[src/hw/rtl/mrsd_pkg.sv]
package mrsd_pkg;

    localparam int NUM_BRANCHES = 4;
    localparam int FRAC_BITS    = 16;
    localparam int VAL_BITS     = FRAC_BITS + 4;
    localparam int PROD_BITS    = 2 * VAL_BITS;
    localparam int RUN_BITS     = 6;
    localparam int STEP_BITS    = 10;

    localparam logic [VAL_BITS-1:0] ONE_VAL = VAL_BITS'(1) << FRAC_BITS;
    localparam logic [VAL_BITS-1:0] VAL_MAX = '1;

    localparam logic [1:0] CMD_PLAN  = 2'd0;
    localparam logic [1:0] CMD_RESID = 2'd1;
    localparam logic [1:0] CMD_CLEAR = 2'd2;

    localparam logic [1:0] CFG_ENABLE    = 2'd0;
    localparam logic [1:0] CFG_WARMUP    = 2'd1;
    localparam logic [1:0] CFG_THRESHOLD = 2'd2;
    localparam logic [1:0] CFG_MAX_RUN   = 2'd3;

    typedef struct packed {
        logic [VAL_BITS-1:0] ratio;
        logic [VAL_BITS-1:0] error;
        logic [RUN_BITS-1:0] run;
        logic                resid;
    } branch_rec_t;

    typedef struct packed {
        logic                 enable;
        logic [STEP_BITS-1:0] warmup;
        logic [VAL_BITS-1:0]  threshold;
        logic [RUN_BITS-1:0]  max_run;
    } mrsd_cfg_t;

    localparam branch_rec_t REC_RESET = '{
        ratio: ONE_VAL,
        error: '0,
        run:   '0,
        resid: 1'b0
    };

endpackage

[src/hw/rtl/mrsd_decide.sv]
module mrsd_decide
    import mrsd_pkg::*;
(
    input  mrsd_cfg_t             cfg,
    input  logic [1:0]            cmd,
    input  logic [STEP_BITS-1:0]  step_num,
    input  logic [VAL_BITS-1:0]   step_ratio,
    input  branch_rec_t           rec,
    output branch_rec_t           rec_next,
    output logic                  skip
);

    logic [PROD_BITS-1:0] prod;
    logic [PROD_BITS-1:0] rounded;
    logic [VAL_BITS-1:0]  ratio_new;
    logic [VAL_BITS-1:0]  dev;
    logic [VAL_BITS:0]    err_sum;
    logic [VAL_BITS-1:0]  err_new;
    logic [RUN_BITS:0]    steps;
    logic                 eligible;
    logic                 accept_skip;

    assign prod    = PROD_BITS'(rec.ratio) * PROD_BITS'(step_ratio);
    // round half up, then drop the fraction
    assign rounded = (prod + (PROD_BITS'(1) << (FRAC_BITS - 1))) >> FRAC_BITS;
    assign ratio_new = (|rounded[PROD_BITS-1:VAL_BITS]) ? VAL_MAX
                                                       : rounded[VAL_BITS-1:0];

    assign dev = (ratio_new >= ONE_VAL) ? (ratio_new - ONE_VAL) : (ONE_VAL - ratio_new);
    assign err_sum = {1'b0, rec.error} + {1'b0, dev};
    assign err_new = err_sum[VAL_BITS] ? VAL_MAX : err_sum[VAL_BITS-1:0];
    assign steps   = {1'b0, rec.run} + (RUN_BITS+1)'(1);

    assign eligible    = cfg.enable && (step_num >= cfg.warmup) && rec.resid;
    assign accept_skip = (err_new <= cfg.threshold) && (steps <= {1'b0, cfg.max_run});

    always_comb
    begin
        rec_next = rec;
        skip     = 1'b0;
        case (cmd)
            CMD_PLAN:
            begin
                if (eligible)
                begin
                    if (accept_skip)
                    begin
                        rec_next.ratio = ratio_new;
                        rec_next.error = err_new;
                        rec_next.run   = steps[RUN_BITS-1:0];
                        skip           = 1'b1;
                    end
                    else
                    begin
                        rec_next.ratio = ONE_VAL;
                        rec_next.error = '0;
                        rec_next.run   = '0;
                    end
                end
            end
            CMD_RESID:
            begin
                if (cfg.enable)
                    rec_next.resid = 1'b1;
            end
            default:
            begin
                rec_next = rec;
            end
        endcase
    end

endmodule

[src/hw/rtl/magnitude_ratio_skip_decider.sv]
// Skip decider for cached denoising steps, one record per conditioning branch.
// Input channel: drive cmd, branch_id, step_num and step_ratio with start;
// a beat is taken at each rising edge with start high and busy low. busy stays
// low, so a beat may be issued in every cycle.
// Commands: plan step (decide skip or full compute), residual captured for a
// branch, clear all branches. Unused command codes and out-of-range branches
// leave the records alone and answer skip 0, run_length 0.
// Result channel: done is high for exactly one cycle with skip and run_length;
// an accepted beat goes through the input register, then the result register.
// Every input beat gives one result beat; the receiver cannot stall.
// Throughput: one item per cycle. Between the input register and the result
// register the branch record is read and updated combinationally (multiply,
// round, absolute deviation, add, compare) and written back with the result.
// Configuration: cfg_valid/cfg_ready with cfg_index and cfg_data; cfg_ready is
// always high. Write only while no beat is in flight.
// Reset: config and result registers zero (input data registers not reset);
// every branch at ratio 1.0, error 0, run 0, no residual; no result pending.
module magnitude_ratio_skip_decider
    import mrsd_pkg::*;
(
    input  logic                 clk,
    input  logic                 rst_n,
    input  logic                 start,
    output logic                 busy,
    input  logic [1:0]           cmd,
    input  logic [1:0]           branch_id,
    input  logic [STEP_BITS-1:0] step_num,
    input  logic [VAL_BITS-1:0]  step_ratio,
    output logic                 done,
    output logic                 skip,
    output logic [RUN_BITS-1:0]  run_length,
    input  logic                 cfg_valid,
    output logic                 cfg_ready,
    input  logic [1:0]           cfg_index,
    input  logic [VAL_BITS-1:0]  cfg_data
);

    mrsd_cfg_t             cfg_reg;
    branch_rec_t           tbl_reg [NUM_BRANCHES];

    logic                  in_valid_reg;
    logic [1:0]            cmd_reg;
    logic [1:0]            branch_reg;
    logic [STEP_BITS-1:0]  step_reg;
    logic [VAL_BITS-1:0]   ratio_reg;

    logic                  done_reg;
    logic                  skip_reg;
    logic [RUN_BITS-1:0]   run_reg;

    logic                  branch_ok;
    logic                  cmd_ok;
    branch_rec_t           rec_cur;
    branch_rec_t           rec_new;
    logic                  dec_skip;
    logic                  skip_next;
    logic [RUN_BITS-1:0]   run_next;

    assign busy      = 1'b0;
    assign cfg_ready = 1'b1;

    assign branch_ok = int'(branch_reg) < NUM_BRANCHES;
    assign cmd_ok    = (cmd_reg == CMD_PLAN) || (cmd_reg == CMD_RESID);
    assign rec_cur   = branch_ok ? tbl_reg[branch_reg] : REC_RESET;

    mrsd_decide u_decide (
        .cfg        (cfg_reg),
        .cmd        (cmd_reg),
        .step_num   (step_reg),
        .step_ratio (ratio_reg),
        .rec        (rec_cur),
        .rec_next   (rec_new),
        .skip       (dec_skip)
    );

    assign skip_next = cmd_ok && branch_ok && dec_skip;
    assign run_next  = (cmd_ok && branch_ok) ? rec_new.run : '0;

    always_ff @(posedge clk or negedge rst_n)
    begin
        if (!rst_n)
        begin
            cfg_reg <= '0;
        end
        else if (cfg_valid && cfg_ready)
        begin
            unique case (cfg_index)
                CFG_ENABLE:    cfg_reg.enable    <= cfg_data[0];
                CFG_WARMUP:    cfg_reg.warmup    <= cfg_data[STEP_BITS-1:0];
                CFG_THRESHOLD: cfg_reg.threshold <= cfg_data;
                CFG_MAX_RUN:   cfg_reg.max_run   <= cfg_data[RUN_BITS-1:0];
                default:       cfg_reg           <= cfg_reg;
            endcase
        end
    end

    // capture the input beat
    always_ff @(posedge clk or negedge rst_n)
    begin
        if (!rst_n)
        begin
            in_valid_reg <= 1'b0;
        end
        else
        begin
            in_valid_reg <= start && !busy;
        end
    end

    always_ff @(posedge clk)
    begin
        if (start && !busy)
        begin
            cmd_reg    <= cmd;
            branch_reg <= branch_id;
            step_reg   <= step_num;
            ratio_reg  <= step_ratio;
        end
    end

    // branch records: write back the updated record, or clear all
    always_ff @(posedge clk or negedge rst_n)
    begin
        if (!rst_n)
        begin
            for (int b = 0; b < NUM_BRANCHES; b++)
                tbl_reg[b] <= REC_RESET;
        end
        else if (in_valid_reg)
        begin
            if (cmd_reg == CMD_CLEAR)
            begin
                for (int b = 0; b < NUM_BRANCHES; b++)
                    tbl_reg[b] <= REC_RESET;
            end
            else if (cmd_ok && branch_ok)
            begin
                tbl_reg[branch_reg] <= rec_new;
            end
        end
    end

    always_ff @(posedge clk or negedge rst_n)
    begin
        if (!rst_n)
        begin
            done_reg <= 1'b0;
            skip_reg <= 1'b0;
            run_reg  <= '0;
        end
        else
        begin
            done_reg <= in_valid_reg;
            skip_reg <= in_valid_reg && skip_next;
            run_reg  <= run_next;
        end
    end

    assign done       = done_reg;
    assign skip       = skip_reg;
    assign run_length = run_reg;

`ifndef SYNTH
    a_skip_with_done: assert property (@(posedge clk) disable iff (!rst_n)
        skip_reg |-> done_reg)
        else $error("skip without result strobe");

    a_skip_run_nonzero: assert property (@(posedge clk) disable iff (!rst_n)
        done_reg && skip_reg |-> (run_reg != '0) && (run_reg <= cfg_reg.max_run))
        else $error("skip with run length out of range");

    a_clear_result: assert property (@(posedge clk) disable iff (!rst_n)
        in_valid_reg && (cmd_reg == CMD_CLEAR) |=> done_reg && !skip_reg && (run_reg == '0))
        else $error("clear gave a nonzero result");

    a_beat_to_result: assert property (@(posedge clk) disable iff (!rst_n)
        in_valid_reg |=> done_reg)
        else $error("input beat lost");

    a_skip_needs_enable: assert property (@(posedge clk) disable iff (!rst_n)
        in_valid_reg && !cfg_reg.enable |=> !skip_reg)
        else $error("skip while disabled");
`endif

endmodule

[config.mk]
export PLATFORM = sky130hd
export DESIGN_NAME = magnitude_ratio_skip_decider
export DESIGN_NICKNAME = d
export VERILOG_FILES = /design/src/hw/rtl/mrsd_pkg.sv /design/src/hw/rtl/mrsd_decide.sv /design/src/hw/rtl/magnitude_ratio_skip_decider.sv
export SDC_FILE = /design/constraint.sdc
export NUM_CORES = 2
export LEC_CHECK = 0
export ABC_CLOCK_PERIOD_IN_PS = 16700
export BUFFER_PORTS_ARGS = -buffer_cell sky130_fd_sc_hd__buf_2
export CAP_MARGIN = 20
export CORE_MARGIN = 2
export CORE_UTILIZATION = 31
export DETAILED_ROUTE_END_ITERATION = 10
export GPL_TIMING_DRIVEN = 0
export MAX_ROUTING_LAYER = met4
export SLEW_MARGIN = 20
export SYNTH_ARGS = -nofsm -noshare
export SYNTH_HDL_FRONTEND = slang
export SYNTH_SLANG_ARGS = --single-unit
[constraint.sdc]
create_clock -name clk -period 16.7 [get_ports clk]
set_input_delay 0.835 -clock clk [delete_from_list [all_inputs] [get_ports clk]]
set_output_delay 0.835 -clock clk [all_outputs]
set_load 0.02 [all_outputs]
======== After elaboration in Yosys (flattened, before gate mapping) ========
Index checks and enable logic that the tools add are counted.
storage, ports and cells
  word-level logic and storage cells ...... 82
  register bits after elaboration ......... 268
  input bits .............................. 60
  output and inout bits ................... 10
cells by class
  $add $sub $neg .......................... 5
  bitwise operators ....................... 1
  magnitude comparators ................... 6
  multiplexer cells ....................... 20
  multiply operators ...................... 1
  equality and inequality tests ........... 5
  reduce and logical (&&, ||, !) cells .... 16
operator list
  cell                                                    number
  two-way mux 188 bit                                     2
  bitwise mux 188 bit                                     1
  two-way mux 47 bit                                      3
  two-way mux 46 bit                                      3
  binary-select mux 47 bit (select 2 bit)                 1
  demux 47 bit (select 2 bit)                             1
  two-way mux 20 bit                                      3
  adder 40 x 16 -> 40 bit (second input constant)         1
  multiplier 20 x 20 -> 40 bit                            1
  adder 20 x 20 -> 21 bit                                 1
  >= comparator 20 x 17 -> 1 bit (second input constant)  1
  <= comparator 20 bit                                    1
  subtractor 17 x 20 -> 20 bit (first input constant)     1
  subtractor 20 x 17 -> 20 bit (second input constant)    1
  >= comparator 10 bit                                    1
  AND reduction 2 bit                                     5
  adder 6 x 1 -> 7 bit (second input constant)            1
  <= comparator 7 x 6 -> 1 bit                            1
  equality test 2 bit (second input constant)             3
  logical AND 1 bit                                       6
  two-way mux 6 bit                                       1
  two-way mux 1 bit                                       5
  equality test 2 x 1 -> 1 bit (second input constant)    2
  zero test 2 bit                                         2
  6 further kinds                                         6

======== Depth between registers and ports, before layout ========
  depth in word-level cells ............... 20
  depth in mapped cells ................... 63
  depth with buffers taken out ............ 57

======== By module ========
A second synthesis with hierarchy kept.
second synthesis, totals
  cells, all modules ...................... 2631
  area total of the unflattened synthesis .. 27717.8 um^2
by module, submodules not included
  module                        sequential area each (um^2)  cells an instance  instances  area each (um^2)
  mrsd_decide                   0.0                          2009               1          16970.0
  magnitude_ratio_skip_decider  6881.6                       622                1          10747.8

======== Worst setup path after synthesis ========
No wires, ideal clock.
  path kind ............................... flip-flop to flip-flop
  start point ............................. register branch_reg[0]
  end point ............................... register tbl_reg[43] (netlist bit)
  path slack .............................. 1.634 ns
  cell stages (with the launch flop) ...... 58
  arrival time ............................ 14.973 ns
  buffers on the path ..................... 7
  path through ............................ edfxtp_1 buf_6 clkbuf_1 buf_1 mux4_2 clkbuf_1 and2_1 fa_1 inv_1 fa_1 fa_1 inv_1 fa_1 fa_1 fa_1 inv_1 fa_1 inv_1 [... 22 more ...] o21bai_1 a21o_1 a21oi_1 o21ai_0 o31ai_1 o21ai_1 nor4_1 inv_1 ha_1 nand4_1 nor4_1 nand2_1 a221o_1 a31o_2 or2_0 clkbuf_1 o21ai_0 a21oi_1
between the ends
  longest elaborated chain between the ends .. 20
  elaborated cells between the ends (all ways) .. 30
  classes of those cells .................. add/sub: 5; mul: 1; order compare: 5; mux: 14; bitwise: 1; reduce/logical: 4
ends and longest elaborated chain
  what                                                    RTL line                                                                 source
  from (decl)                                             magnitude_ratio_skip_decider.sv:43                                       logic [1:0] branch_reg;
  from (signal assigned)                                  magnitude_ratio_skip_decider.sv:115                                      branch_reg <= branch_id;
  inverter 2 -> 3 bit (implied by the code) *             magnitude_ratio_skip_decider.sv:64, magnitude_ratio_skip_decider.sv:138
  binary-select mux 47 bit (select 2 bit)                 magnitude_ratio_skip_decider.sv:64                                       assign rec_cur = branch_ok ? tbl_reg[branch_reg] : REC_RESET;
  two-way mux 47 bit (implied by the code) (2 in series)  magnitude_ratio_skip_decider.sv:64
  multiplier 20 x 20 -> 40 bit                            mrsd_decide.sv:23                                                        assign prod = PROD_BITS'(rec.ratio) * PROD_BITS'(step_ratio);
  adder 40 x 16 -> 40 bit                                 mrsd_decide.sv:25                                                        assign rounded = (prod + (PROD_BITS'(1) << (FRAC_BITS - 1))) >> FRAC_BITS;
  OR reduction 4 bit                                      mrsd_decide.sv:26                                                        assign ratio_new = (|rounded[PROD_BITS-1:VAL_BITS]) ? VAL_MAX
  two-way mux 20 bit                                      mrsd_decide.sv:26
  subtractor 17 x 20 -> 20 bit (tied with other cells)    mrsd_decide.sv:29                                                        assign dev = (ratio_new >= ONE_VAL) ? (ratio_new - ONE_VAL) : (ONE_VAL - ratio_new);
  [... 3 more ...]                                        --
  <= comparator 20 bit                                    mrsd_decide.sv:35                                                        assign accept_skip = (err_new <= cfg.threshold) && (steps <= {1'b0, cfg.max_run});
  logical AND 1 bit                                       mrsd_decide.sv:35
  two-way mux 46 bit                                      mrsd_decide.sv:46                                                        if (accept_skip)
  two-way mux 46 bit                                      mrsd_decide.sv:44                                                        if (eligible)
  two-way mux 46 bit                                      mrsd_decide.sv:41                                                        case (cmd)
  bitwise mux 188 bit *                                   magnitude_ratio_skip_decider.sv:138                                      tbl_reg[branch_reg] <= rec_new;
  two-way mux 188 bit *                                   magnitude_ratio_skip_decider.sv:136                                      else if (cmd_ok && branch_ok)
  two-way mux 188 bit *                                   magnitude_ratio_skip_decider.sv:131                                      if (cmd_reg == CMD_CLEAR)
  to (signal, indexed assignment)                         magnitude_ratio_skip_decider.sv:138
  to (decl)                                               magnitude_ratio_skip_decider.sv:39                                       branch_rec_t tbl_reg [NUM_BRANCHES];
Mark *: on every way between the ends. The rest lies on a longest branch, timed or not. The select of a mux whose other input is x is not followed.
A chain may end at the register's enable or synchronous reset.

======== Worst setup path in the final report ========
  start point ............................. register branch_reg[0]
  end point ............................... register tbl_reg[92] (netlist bit)
The elaborated chain is that of the path after synthesis.

==> flow_summary.ini <==
[cts]
numCtsBuffers = 30
clkTransAtPathRegs_ps = 60
tritoncts = built
insertion_delay_ps = 620
cts_sinks = 268
clockRootBuffer = clkbuf_16
htreeDepth = 1
clockBufferDepth = 3

[yosys]
synth_top_family_by_area = adder cells
synthCells = 2863
netlist_area_um2 = 27700
ys_types = 81
synth.mux.area_fraction_pct = 5.71
async_flop_share_pct = 87.3
synthXorXnorAreaFrac_pct = 1.52
yosys.area_share.adder_pct = 33.3
ys_seq_elements = 268
synth_flop_cell = dfrtp_1
synth.avg_cell_area_um2 = 9.67
yosysSeqAreaShare_pct = 24.9
synth-simple-area-share_pct = 15.2
synth_edf_count = 34
synth_nets = 3467
yosysWarnings = 0
synth_compound_area_share_pct = 11.3

[detailed_routing]
vias_per_cell = 5.04
routedWlPerCell_um = 19.0
dr_total_vias = 21000
dr.pass1.iters = 9
drc = 8
drtIter0Drc = 1471
drt-total-wl_mm = 78.9
ant_nets = 0

[sta]
period_share_pct = 95.8
finalHoldViolations = 0
rsz0062_at_grt = no
min_period_ps = 15990
worst_pin_slew_ps = 1030
fmax_mhz = 62.5
slew_headroom_pct = 30.2
tns_ps = 0
fin_worst_skew_ps = 47.2
holdWs_ps = 97.2
slew_viol_final = 0
finalSetupViolCount = 0

[place]
hpwl_mm = 61.3
port_buffers = 67
place_congestion = 0.894

[floorplanning]
io_pins = 70
row_count = 109
start_util_pct = 31.3
dieArea_um2 = 91700
die_w_um = 303
core-area_um2 = 88500
die_y_um = 303

[worst_setup_path]
reg2reg_depth = 59
critPathRequiredTime_ps = 17140
path_max_fanout = 11
start_kind = register
crit_path_end = tbl_reg[92]
rr_startpoint = branch_reg[0]
startpoint = branch_reg[0]
r2r_slack_ps = 710
worstSetupPathType = register to register
critical_path.max_stage_delay_ps = 650
cp_common_cell = fa_1
end_kind = register
cp.arrival_ps = 16440
worstReg2RegEnd = tbl_reg[92]
cp_slowest_cell = or4b_2

[run_status]
outcome = finished with violations
failed_checks = design-rule violations

[finish]
fillers = 9015
drive_gt1_share_pct = 10.5
nets = 3573
largest_reg_flops = 188
layout_commonest_cell = inv_1
syn_to_final_growth_pct = 11.9
mostFrequentLayoutCells = inv_1, nand2_1, fa_1, and2_1, dfrtp_1

[grt]
grt_overflow_total = 0
grt_usage_pct = 18.1
grt_pass1_wl_mm = 125
grt_start_max_net_pins = 75
antenna_found_initial = 6
grt_pass1_vias = 21800

[power_and_ir_drop]
leakagePower_nw = 15.3
max-vdd-ir-drop_mv = 0.0909
power_mw = 2.08
pwr_density_cell_nw_per_um2 = 67.2

[hold_path]
min_path_type = input port to async pin

[job]
drv_cap = 0
Yosys cell counts, types with 4 or more instances:
master	instances	area, um^2
a211o_1	4	35.0
a211oi_1	7	52.6
a21o_1	37	278
a21oi_1	65	325
a22o_1	22	193
a22oi_1	11	82.6
a2bb2oi_1	9	78.8
a31oi_1	7	43.8
a32oi_1	16	140
a41oi_1	5	43.8
and2_1	279	1750
and3_1	15	93.8
and4_1	4	35.0
buf_1	9	33.8
clkbuf_1	153	574
dfrtp_1	230	5760
dfstp_2	4	105
edfxtp_1	34	1020
fa_1	322	6450
ha_1	222	2780
inv_1	426	1600
mux2_2	57	642
mux2i_1	23	230
mux4_2	28	631
nand2_1	361	1360
nand2b_1	13	81.3
nand3_1	16	80.1
nand3b_1	5	37.5
nand4_1	13	81.3
nor2_1	69	259
nor2b_1	10	62.6
nor3_1	18	90.1
nor4_1	4	25.0
o211ai_1	5	37.5
o21a_1	8	60.1
o21ai_0	154	771
o21bai_1	5	37.5
o221ai_1	64	561
o31ai_1	9	67.6
or2_2	5	31.3
or3_1	5	31.3
xnor2_1	28	245
xor2_1	20	175
report_power, final:
group | internal (mW) | switching [mW] | leakage (nW)
Sequential | 0.708 | 0.0254 | 3.48
Clock | 0.423 | 0.299 | 0.528
Combinational | 0.229 | 0.397 | 11.3
Total | 1.36 | 0.722 | 15.3
per-layer routing:
metal	vias to the layer above	wire length [um]	track usage [%]
li1	9641	-	-
met1	10600	35200	24.2
met2	586	37000	29.0
met3	110	4430	2.55
met4	0	2210	4.54
met5	-	0	-
cells by family after synthesis:
logic type	count (synthesis)
muxes	111
and+or+nand+nor	837
xor gates and xnor gates	48
adders and majority gates	544
buffers and inverters	594
other	2
DFF	268
AOI/OAI and AO/OA	459
repair_timing:
item | 4_1_cts | 5_1_grt
resized for setup | 67 | 54
buffers inserted | 2 | 5
setup endpoints to repair | 191 | 191
pin swaps | 1 | 5
hold buffers | 0 | 0
worst min-delay path by stage:
stage / depth (start not counted) / start / end
2_1_floorplan: 0 / in_valid_reg / done
3_3_place_gp: 2 / tbl_reg[82] / tbl_reg[82]
3_5_place_dp: 2 / tbl_reg[33] / tbl_reg[33]
4_1_cts: 1 / rst_n / cfg_reg[19]
5_1_grt: 1 / rst_n / cfg_reg[19]
6_report: 1 / rst_n / cfg_reg[19]
worst max-delay path, delay by kind of cell (launching register included):
kind / cells / cell delay [ps]
adders and majority gates: 11 / 4820
AOI/OAI and AO/OA: 20 / 4450
and+or+nand+nor: 12 / 3090
buffers and inverters: 12 / 1710
muxes: 3 / 1220
DFF: 1 / 340
xor gates and xnor gates: 1 / 150
through the flow:
stage          instances  worst slack [ps]  cell area, um^2  utilization [%]
5_1_grt             4159              20.9            31000             35.0
3_3_place_gp        4095             -2810            29500             33.3
3_5_place_dp        4098             -2730            29600             33.4
2_1_floorplan       2863              1630            27700                -
6_report            4160               708            31000             35.0
4_1_cts             4153              2.29            30800             34.8
area by class of cell:
type                    instances  area [um^2]  area share, %
flip-flops and latches        268         6880           22.2
inverters                     426         1600           5.16
clock inverters                16          215          0.694
repair buffers                 77          483           1.56
clock buffers                  38          852           2.75
diodes                          4         10.0         0.0323
well taps                    1165         1460           4.70
multi-input cells            2001        18800           60.6
plain buffers                 165          723           2.33
Note: power is estimated with default switching activity, not from simulation.
